==> src/design/cihe_pkg.sv <==
// Shared types and constants for the CBOR item head encoder.
package cihe_pkg;

    // Input item kinds
    typedef enum logic [3:0] {
        KIND_RESTART  = 4'd0,
        KIND_UNSIGNED = 4'd1,
        KIND_SIGNED   = 4'd2,
        KIND_BOOL     = 4'd3,
        KIND_BYTES    = 4'd4,
        KIND_TEXT     = 4'd5,
        KIND_ARRAY    = 4'd6,
        KIND_MAP      = 4'd7,
        KIND_PAYLOAD  = 4'd8
    } kind_t;

    // CBOR major types
    localparam logic [2:0] MT_UNSIGNED = 3'd0;
    localparam logic [2:0] MT_NEGATIVE = 3'd1;
    localparam logic [2:0] MT_BYTES    = 3'd2;
    localparam logic [2:0] MT_TEXT     = 3'd3;
    localparam logic [2:0] MT_ARRAY    = 3'd4;
    localparam logic [2:0] MT_MAP      = 3'd5;

    // Additional-information codes for the argument size
    localparam logic [4:0] AI_ONE_BYTE  = 5'd24;
    localparam logic [4:0] AI_TWO_BYTE  = 5'd25;
    localparam logic [4:0] AI_FOUR_BYTE = 5'd26;

    // Simple values
    localparam logic [7:0] BOOL_TRUE  = 8'hF5;
    localparam logic [7:0] BOOL_FALSE = 8'hF4;

    localparam logic [15:0] CAP_RESET = 16'd1024;
    localparam int          HEAD_MAX  = 5;

    // One burst of bytes handed from the front to the back
    typedef struct packed {
        logic [HEAD_MAX-1:0][7:0] bytes;     // bytes[0] goes out first
        logic [2:0]               count_m1;  // number of bytes minus one
        logic [15:0]              start;     // buffer offset of bytes[0]
    } job_t;

    // Queue status seen by the back and by the input gate of the top level
    typedef struct packed {
        logic full;
        logic empty;
    } fifo_status_t;

endpackage

==> src/design/cihe_job_fifo.sv <==
// Short job queue between the front classifier and the back serialiser.
module cihe_job_fifo #(
    parameter int DEPTH = 4
) (
    input  logic                   clk,
    input  logic                   rst_n,
    input  logic                   push,
    input  cihe_pkg::job_t         push_job,
    input  logic                   pop,
    output cihe_pkg::job_t         head_job,
    output cihe_pkg::fifo_status_t status
);

    localparam int PTR_BITS = (DEPTH > 1) ? $clog2(DEPTH) : 1;
    localparam int CNT_BITS = $clog2(DEPTH + 1);

    cihe_pkg::job_t        slot_reg [DEPTH];
    logic [PTR_BITS-1:0]   wr_ptr_reg, wr_ptr_next;
    logic [PTR_BITS-1:0]   rd_ptr_reg, rd_ptr_next;
    logic [CNT_BITS-1:0]   count_reg, count_next;
    logic                  do_push, do_pop;

    assign status.full  = (count_reg == CNT_BITS'(DEPTH));
    assign status.empty = (count_reg == '0);
    assign do_push      = push && !status.full;
    assign do_pop       = pop && !status.empty;
    assign head_job     = slot_reg[rd_ptr_reg];

    // Pointer and count update
    always_comb
    begin
        wr_ptr_next = wr_ptr_reg;
        rd_ptr_next = rd_ptr_reg;
        count_next  = count_reg;
        if (do_push)
        begin
            wr_ptr_next = (wr_ptr_reg == PTR_BITS'(DEPTH - 1)) ? '0 : wr_ptr_reg + 1'b1;
        end
        if (do_pop)
        begin
            rd_ptr_next = (rd_ptr_reg == PTR_BITS'(DEPTH - 1)) ? '0 : rd_ptr_reg + 1'b1;
        end
        if (do_push && !do_pop)
        begin
            count_next = count_reg + 1'b1;
        end
        else if (do_pop && !do_push)
        begin
            count_next = count_reg - 1'b1;
        end
    end

    always_ff @(posedge clk or negedge rst_n)
    begin
        if (!rst_n)
        begin
            wr_ptr_reg <= '0;
            rd_ptr_reg <= '0;
            count_reg  <= '0;
        end
        else
        begin
            wr_ptr_reg <= wr_ptr_next;
            rd_ptr_reg <= rd_ptr_next;
            count_reg  <= count_next;
        end
    end

    // Slot storage, payload only
    always_ff @(posedge clk)
    begin
        if (do_push)
        begin
            slot_reg[wr_ptr_reg] <= push_job;
        end
    end

    // Occupancy never runs past the depth
    a_count_bound: assert property (@(posedge clk) disable iff (!rst_n)
        count_reg <= CNT_BITS'(DEPTH))
        else $error("job queue overfilled");

    // Count rises by one after a push without a pop
    a_count_track: assert property (@(posedge clk) disable iff (!rst_n)
        (do_push && !do_pop) |=> (count_reg == $past(count_reg) + 1'b1))
        else $error("job queue count lost a push");

endmodule

==> src/design/cihe_front.sv <==
// Front part: takes items, keeps fill and payload state, builds byte jobs.
module cihe_front #(
    parameter int POSITION_BITS = 16
) (
    input  logic                   clk,
    input  logic                   rst_n,
    input  logic                   cfg_valid,
    input  logic [15:0]            cfg_data,
    input  logic                   item_valid,
    input  logic [3:0]             kind,
    input  logic [31:0]            value,
    input  logic [7:0]             data_byte,
    output logic                   job_push,
    output cihe_pkg::job_t         job
);

    localparam int          FILL_BITS = (POSITION_BITS < 16) ? POSITION_BITS : 16;
    localparam logic [16:0] POS_LIMIT = (POSITION_BITS >= 16) ? 17'h0FFFF
                                        : ((17'd1 << POSITION_BITS) - 17'd1);
    localparam int HEAD_BYTES = cihe_pkg::HEAD_MAX;

    typedef struct packed {
        logic [HEAD_BYTES-1:0][7:0] bytes;
        logic [2:0]                 count_m1;
    } head_t;

    logic [15:0]          cap_reg;
    logic [FILL_BITS-1:0] fill_reg, fill_next;
    logic [31:0]          remain_reg, remain_next;
    logic                 keep_reg, keep_next;

    logic [15:0]          eff_cap;
    logic [15:0]          fill16;
    logic [2:0]           major;
    logic [31:0]          arg;
    head_t                head;
    logic [16:0]          fill_after;
    logic                 head_fits;
    logic                 byte_fits;
    logic                 payload_fits;

    // Head encoding: initial byte then big-endian argument
    function automatic head_t encode_head(input logic [2:0] mt, input logic [31:0] a);
        head_t h;
        h.bytes = '0;
        if (a < 32'd24)
        begin
            h.bytes[0] = {mt, a[4:0]};
            h.count_m1 = 3'd0;
        end
        else if (a <= 32'hFF)
        begin
            h.bytes[0] = {mt, cihe_pkg::AI_ONE_BYTE};
            h.bytes[1] = a[7:0];
            h.count_m1 = 3'd1;
        end
        else if (a <= 32'hFFFF)
        begin
            h.bytes[0] = {mt, cihe_pkg::AI_TWO_BYTE};
            h.bytes[1] = a[15:8];
            h.bytes[2] = a[7:0];
            h.count_m1 = 3'd2;
        end
        else
        begin
            h.bytes[0] = {mt, cihe_pkg::AI_FOUR_BYTE};
            h.bytes[1] = a[31:24];
            h.bytes[2] = a[23:16];
            h.bytes[3] = a[15:8];
            h.bytes[4] = a[7:0];
            h.count_m1 = 3'd4;
        end
        return h;
    endfunction

    assign eff_cap = (cap_reg < POS_LIMIT[15:0]) ? cap_reg : POS_LIMIT[15:0];
    assign fill16  = 16'(fill_reg);

    // Major type and argument select
    always_comb
    begin
        arg = value;
        case (cihe_pkg::kind_t'(kind))
            cihe_pkg::KIND_SIGNED:
            begin
                major = value[31] ? cihe_pkg::MT_NEGATIVE : cihe_pkg::MT_UNSIGNED;
                arg   = value[31] ? ~value : value;
            end
            cihe_pkg::KIND_BYTES: major = cihe_pkg::MT_BYTES;
            cihe_pkg::KIND_TEXT:  major = cihe_pkg::MT_TEXT;
            cihe_pkg::KIND_ARRAY: major = cihe_pkg::MT_ARRAY;
            cihe_pkg::KIND_MAP:   major = cihe_pkg::MT_MAP;
            default:              major = cihe_pkg::MT_UNSIGNED;
        endcase
    end

    assign head         = encode_head(major, arg);
    assign fill_after   = {1'b0, fill16} + 17'(head.count_m1) + 17'd1;
    assign head_fits    = (fill_after <= {1'b0, eff_cap});
    assign byte_fits    = (fill16 < eff_cap);
    assign payload_fits = (33'(fill_after) + 33'(value)) <= 33'(eff_cap);

    // Item classification and state update
    always_comb
    begin
        fill_next    = fill_reg;
        remain_next  = remain_reg;
        keep_next    = keep_reg;
        job_push     = 1'b0;
        job.bytes    = head.bytes;
        job.count_m1 = head.count_m1;
        job.start    = fill16;
        if (item_valid)
        begin
            unique case (cihe_pkg::kind_t'(kind))
                cihe_pkg::KIND_RESTART:
                begin
                    fill_next   = '0;
                    remain_next = '0;
                    keep_next   = 1'b0;
                end
                cihe_pkg::KIND_UNSIGNED, cihe_pkg::KIND_SIGNED,
                cihe_pkg::KIND_ARRAY, cihe_pkg::KIND_MAP:
                begin
                    remain_next = '0;
                    keep_next   = 1'b0;
                    if (head_fits)
                    begin
                        job_push  = 1'b1;
                        fill_next = fill_after[FILL_BITS-1:0];
                    end
                end
                cihe_pkg::KIND_BYTES, cihe_pkg::KIND_TEXT:
                begin
                    remain_next = value;
                    keep_next   = head_fits && payload_fits;
                    if (head_fits)
                    begin
                        job_push  = 1'b1;
                        fill_next = fill_after[FILL_BITS-1:0];
                    end
                end
                cihe_pkg::KIND_BOOL:
                begin
                    remain_next  = '0;
                    keep_next    = 1'b0;
                    job.bytes    = '0;
                    job.bytes[0] = (value != '0) ? cihe_pkg::BOOL_TRUE
                                                 : cihe_pkg::BOOL_FALSE;
                    job.count_m1 = 3'd0;
                    if (byte_fits)
                    begin
                        job_push  = 1'b1;
                        fill_next = fill_reg + 1'b1;
                    end
                end
                cihe_pkg::KIND_PAYLOAD:
                begin
                    job.bytes    = '0;
                    job.bytes[0] = data_byte;
                    job.count_m1 = 3'd0;
                    if (remain_reg != '0)
                    begin
                        remain_next = remain_reg - 1'b1;
                        if (keep_reg && byte_fits)
                        begin
                            job_push  = 1'b1;
                            fill_next = fill_reg + 1'b1;
                        end
                    end
                end
                default:
                begin
                    // unknown kinds leave everything as it is
                end
            endcase
        end
    end

    always_ff @(posedge clk or negedge rst_n)
    begin
        if (!rst_n)
        begin
            cap_reg    <= cihe_pkg::CAP_RESET;
            fill_reg   <= '0;
            remain_reg <= '0;
            keep_reg   <= 1'b0;
        end
        else
        begin
            if (cfg_valid)
            begin
                cap_reg <= cfg_data;
            end
            fill_reg   <= fill_next;
            remain_reg <= remain_next;
            keep_reg   <= keep_next;
        end
    end

endmodule

==> src/design/cihe_back.sv <==
// Back part: serialises queued jobs into single result bytes.
module cihe_back (
    input  logic                   clk,
    input  logic                   rst_n,
    input  cihe_pkg::fifo_status_t q_status,
    input  cihe_pkg::job_t         q_head,
    output logic                   q_pop,
    input  logic                   pop,
    output logic                   empty,
    output logic [7:0]             out_byte,
    output logic [15:0]            out_position,
    output logic                   last_of_run
);

    cihe_pkg::job_t job_reg, job_next;
    logic [2:0]     idx_reg, idx_next;
    logic           busy_reg, busy_next;
    logic           advance;
    logic           load;

    assign empty        = !busy_reg;
    assign last_of_run  = (idx_reg == job_reg.count_m1);
    assign out_byte     = job_reg.bytes[idx_reg];
    assign out_position = job_reg.start + 16'(idx_reg);

    assign advance = busy_reg && pop;
    assign load    = !busy_reg || (advance && last_of_run);
    assign q_pop   = load && !q_status.empty;

    // Byte index and job reload
    always_comb
    begin
        job_next  = job_reg;
        idx_next  = idx_reg;
        busy_next = busy_reg;
        if (load)
        begin
            busy_next = !q_status.empty;
            job_next  = q_head;
            idx_next  = 3'd0;
        end
        else if (advance)
        begin
            idx_next = idx_reg + 1'b1;
        end
    end

    always_ff @(posedge clk or negedge rst_n)
    begin
        if (!rst_n)
        begin
            busy_reg <= 1'b0;
            idx_reg  <= 3'd0;
        end
        else
        begin
            busy_reg <= busy_next;
            idx_reg  <= idx_next;
        end
    end

    always_ff @(posedge clk)
    begin
        job_reg <= job_next;
    end

    // Index stays inside the current burst
    a_idx_bound: assert property (@(posedge clk) disable iff (!rst_n)
        busy_reg |-> (idx_reg <= job_reg.count_m1))
        else $error("byte index past end of burst");

    // Within a burst positions step by one
    a_pos_step: assert property (@(posedge clk) disable iff (!rst_n)
        (advance && !last_of_run) |=> (out_position == $past(out_position) + 16'd1))
        else $error("burst positions not consecutive");

endmodule

==> src/design/cbor_item_head_encoder_unit.sv <==
// Top level of the CBOR item head encoder: front, job queue and back.
//
//  channel   | signals                              | request moves
//  ----------+--------------------------------------+----------------------------
//  input     | push, full, kind, value, data_byte   | one item, push && !full
//  result    | pop, empty, out_byte, out_position,  | one byte, pop && !empty
//            | last_of_run                          |
//  config    | cfg_valid, cfg_ready, cfg_data       | buffer capacity write
//
// The front takes one item per cycle while the job queue has room; each item
// is classified and its head built in that same cycle.
// The back sends one byte per cycle while pop is held, so a head of n bytes
// holds the back until all n are sent; the JOB_DEPTH-entry queue absorbs that while the front runs on.
// Reset clears fill length, payload state and the queue; capacity returns to 1024.
// full rises only when the queue is full; a stalled result holds its ports.
module cbor_item_head_encoder_unit #(
    parameter int POSITION_BITS = 16,
    parameter int JOB_DEPTH     = 4
) (
    input  logic        clk,
    input  logic        rst_n,
    input  logic        push,
    output logic        full,
    input  logic [3:0]  kind,
    input  logic [31:0] value,
    input  logic [7:0]  data_byte,
    output logic        empty,
    input  logic        pop,
    output logic [7:0]  out_byte,
    output logic [15:0] out_position,
    output logic        last_of_run,
    input  logic        cfg_valid,
    output logic        cfg_ready,
    input  logic [15:0] cfg_data
);

    cihe_pkg::job_t         front_job;
    cihe_pkg::job_t         head_job;
    cihe_pkg::fifo_status_t q_status;
    logic                   job_push;
    logic                   q_pop;
    logic                   item_valid;

    assign cfg_ready  = 1'b1;
    assign full       = q_status.full;
    assign item_valid = push && !q_status.full;

    // Classifier and state keeper
    cihe_front #(
        .POSITION_BITS (POSITION_BITS)
    ) u_front (
        .clk        (clk),
        .rst_n      (rst_n),
        .cfg_valid  (cfg_valid && cfg_ready),
        .cfg_data   (cfg_data),
        .item_valid (item_valid),
        .kind       (kind),
        .value      (value),
        .data_byte  (data_byte),
        .job_push   (job_push),
        .job        (front_job)
    );

    // Decoupling queue
    cihe_job_fifo #(
        .DEPTH (JOB_DEPTH)
    ) u_fifo (
        .clk      (clk),
        .rst_n    (rst_n),
        .push     (job_push),
        .push_job (front_job),
        .pop      (q_pop),
        .head_job (head_job),
        .status   (q_status)
    );

    // Byte serialiser
    cihe_back u_back (
        .clk          (clk),
        .rst_n        (rst_n),
        .q_status     (q_status),
        .q_head       (head_job),
        .q_pop        (q_pop),
        .pop          (pop),
        .empty        (empty),
        .out_byte     (out_byte),
        .out_position (out_position),
        .last_of_run  (last_of_run)
    );

endmodule
==> config.mk <==
export PLATFORM = sky130hd
export DESIGN_NAME = cbor_item_head_encoder_unit
export DESIGN_NICKNAME = d
export VERILOG_FILES = /design/src/design/cihe_pkg.sv /design/src/design/cihe_job_fifo.sv /design/src/design/cihe_front.sv /design/src/design/cihe_back.sv /design/src/design/cbor_item_head_encoder_unit.sv
export SDC_FILE = /design/constraint.sdc
export NUM_CORES = 1
export LEC_CHECK = 0
export BUFFER_PORTS_ARGS = -buffer_cell sky130_fd_sc_hd__buf_2
export CELL_PAD_IN_SITES_DETAIL_PLACEMENT = 0
export CELL_PAD_IN_SITES_GLOBAL_PLACEMENT = 2
export CORE_ASPECT_RATIO = 0.5
export CORE_MARGIN = 2
export CORE_UTILIZATION = 44
export DETAILED_ROUTE_END_ITERATION = 10
export PLACE_DENSITY_LB_ADDON = 0.1
export SETUP_SLACK_MARGIN = 0.2
export SLEW_MARGIN = 10
export SYNTH_ARGS = -nofsm -noshare
export SYNTH_HDL_FRONTEND = slang
export SYNTH_SLANG_ARGS = --single-unit
==> constraint.sdc <==
create_clock -name clk -period 7.4 [get_ports clk]
set_input_delay 1.48 -clock clk [delete_from_list [all_inputs] [get_ports clk]]
set_output_delay 1.48 -clock clk [all_outputs]
set_load 0.005 [all_outputs]
==> impl_results.md <==
* Synth Instances at 1505
* First-pass GRT wire length at 81770 um
* Clk_skew at 23.27 ps
* Worst VDD drop at 0.1922 mV
* Asr flop ratio synth at 20.49%
* CTS tree: done
* Total power at 6.878 mW
* Yosys cell types at 87
* CTS Hold Bufs at 0
* Min cycle time layout at 6879 ps
* Clock transition at path regs at 80 ps
* Max-slew violations at 0
* Initial antenna violation count at 1
* Gpl congestion at 0.8866
* Max Root-Sink Buffers at 3
* Clk sinks at 371
* Boundary Pins at 93
* Hold Fails Final Rpt at 0
* Net count after synthesis at 1655
* Area contributors post-synth: edfxtp_1 (47%), dfrtp_1 (9.9%), mux4_2 (7.0%)
* Critical Path RT at 7880 ps
* Leak Pwr at 8.600 nW
* Die Y at 151.1 um
* WHS Path Cells at 1
* Synth Register Bits at 371
* CTS H-tree depth at 2
* WP data arrival at 7360 ps
* Grt ovf at 0
* F_max at 145.4 MHz
* Period utilisation layout at 92.96%
* Worst Hold Class: reg -> reg
* Slowest library cell on the worst path: or4_4
* Relative slew slack at 28.86%
* Final std cells w/o fill at 2316
* Critical Path Max Stage Delay at 550 ps
* Drt wl/cell at 23.70 um
* Cell Rows at 53
* Cell Area, Synth at 19040 um^2
* Startpoint Class: input pin
* Via density at 5.878
* Routed Wire Length at 54890 um
* Post-DRT Antenna Nets at 0
* Layout Nets at 1863
* Via Count at 13613
* Reg2reg path depth at 27
* IO buf count at 91
* WHS at 492.4 ps
* Yosys top cell by area: edfxtp_1
* Fillcell total at 3623
* Yosys top cell area share at 46.52%
* Status: finished clean
* Residual DRC count at 0
* First-pass DRT Iterations at 5
* CTS root buf: clkbuf_16
* Pre-CTS WS at -259.8 ps
* Primary FF master, synth: edfxtp_1
* Post-synthesis sequential area ratio at 56.52%
* Placed insts at 2247
* Worst skew pair latency at 550 ps
* Initial Util at 45.01%
* Avg Inst Size Synth at 12.65 um^2
* Power density cells at 304.3 nW/um^2
* Number of flip-flops in the largest register at 236
* Num CTS Buffers at 35
* Largest net degree at the start of global routing at 65
* Initial DRC count at 1093
* Die ar. at 45060 um^2
* Maximum fanout along the worst path at 4
* YS warnings at 0
* Die width at 298.2 um
* Post-Route Utilization at 53.42%
* Number of synthesized flops with an enable pin at 295
* Layout cell share with drive strength beyond 1 at 24.91%
* Setup crit end kind: flop
* GR Util All Layers at 24.34%
* Final worst slack at 520.7 ps
* Core area at 42310 um^2
* Max-cap violation count at 0
* RSZ-0062 raised after global routing: true
* Vias in the first global route at 13130
* Hpwl dp at 39630 um
* Worst Max-Slew Pin Slew at 1067 ps
* Syn-to-layout area delta at 18.70%
* # setup viols final at 0
* Critical path type: in -> reg
-- stage by stage --
stage,setup TNS [ps],instance area [um^2]
after CTS,0,22430
after detailed placement,-466.8,21310
after floorplan,0,19140
after global placement,-142.5,21310
final,0,22600
after global routing,0,22600
-- report_power, final --
group	internal, mW	switching (mW)
combinational	1.01	1.17
clock	0.971	0.816
sequential	2.65	0.262
total	4.63	2.25
-- worst max-delay path, delay by kind of cell --
| family | cells | cell delay (ps) |
|---|---|---|
| AOI/OAI and AO/OA | 12 | 1880 |
| and+or+nand+nor | 12 | 1890 |
| xor gates and xnor gates | 2 | 330 |
| adders and majority gates | 4 | 1090 |
| buffers and inverters | 5 | 680 |
-- path summary, 6_finish.rpt --
check	startpoint	end	slack [ps]
setup / recovery	value[26]	u_front.keep_reg	520
hold reg to reg	u_fifo.count_reg[2]	u_fifo.count_reg[2]	490
min in group asynchronous	rst_n	u_front.cap_reg[7]	920
hold / removal	u_fifo.count_reg[2]	u_fifo.count_reg[2]	490
setup reg to reg	u_front.fill16[0]	u_fifo.count_reg[2]	2230
max in group asynchronous	rst_n	u_fifo.rd_ptr_reg[0]	5420
-- synth_stat cells (all sizes together), types with 6 or more instances --
master	number
a2111oi	6
clkbuf	61
o211a	7
nor2b	9
a221oi	6
and3	12
and4	6
o41ai	9
nor4	12
or2	6
xnor2	49
mux2	7
nor2	107
o21ai	110
nand2b	13
o22ai	18
o31ai	14
edfxtp	295
o221ai	7
nor3	35
dfrtp	75
mux2i	19
buf	24
mux4	59
a211oi	17
xor2	18
nand4	26
nand2	88
nand3	23
a2bb2oi	6
a32oi	12
o21a	7
a22oi	15
a21oi	74
a21o	14
or3	8
and2	19
a31oi	11
ha	81
inv	58
-- routing by layer --
layer	vias to the layer above	global-route usage, %	routed length, um
met1	6848	36.17	25790
met5	-	0	0
li1	6220	-	-
met2	470	35.86	23400
met3	75	5.752	4414
met4	0	6.357	1294
-- cell families after synthesis --
family          share of synthesized area, %
simple gates                           9.942
compound gates                         13.21
flops                                  56.52
buf+inv                                3.042
fa+ha+maj                              5.796
mux                                    8.391
xor+xnor                               3.082
other cells                          0.01969
-- timing repair --
item	4_1_cts	5_1_grt
resized for setup	0	26
setup buffers	0	6
setup endpoints to repair	0	42
-- area by class of cell --
class,count,area [um^2],share of cell area (%)
timing repair buffer,256,1854,8.204
sequential,371,10770,47.64
clock inverter,19,201.4,0.8913
antenna,1,2.502,0.01107
multi-input combinational,991,7921,35.05
clock buffer,43,915.9,4.052
tap,577,721.9,3.194
inverter,58,217.7,0.9632
-- cells in the final DEF (no fill, tap or decap), drive strengths merged, types with 8 or more instances in the layout --
master	synthesis	routed
a211oi	17	17
a21o	14	14
a21oi	74	74
a22oi	15	15
a31oi	11	11
a32oi	12	12
and2	19	19
and3	12	12
buf	24	256
clkbuf	61	43
clkinv	0	11
dfrtp	75	75
edfxtp	295	295
ha	81	81
inv	58	63
mux2i	19	19
mux4	59	59
nand2	88	88
nand2b	13	13
nand3	23	23
nand4	26	26
nor2	107	107
nor2b	9	9
nor3	35	35
nor4	12	12
o21ai	110	110
o22ai	18	18
o31ai	14	14
o41ai	9	9
or3	8	8
xnor2	49	49
xor2	18	18
Note: power is estimated with default switching activity, not from simulation.
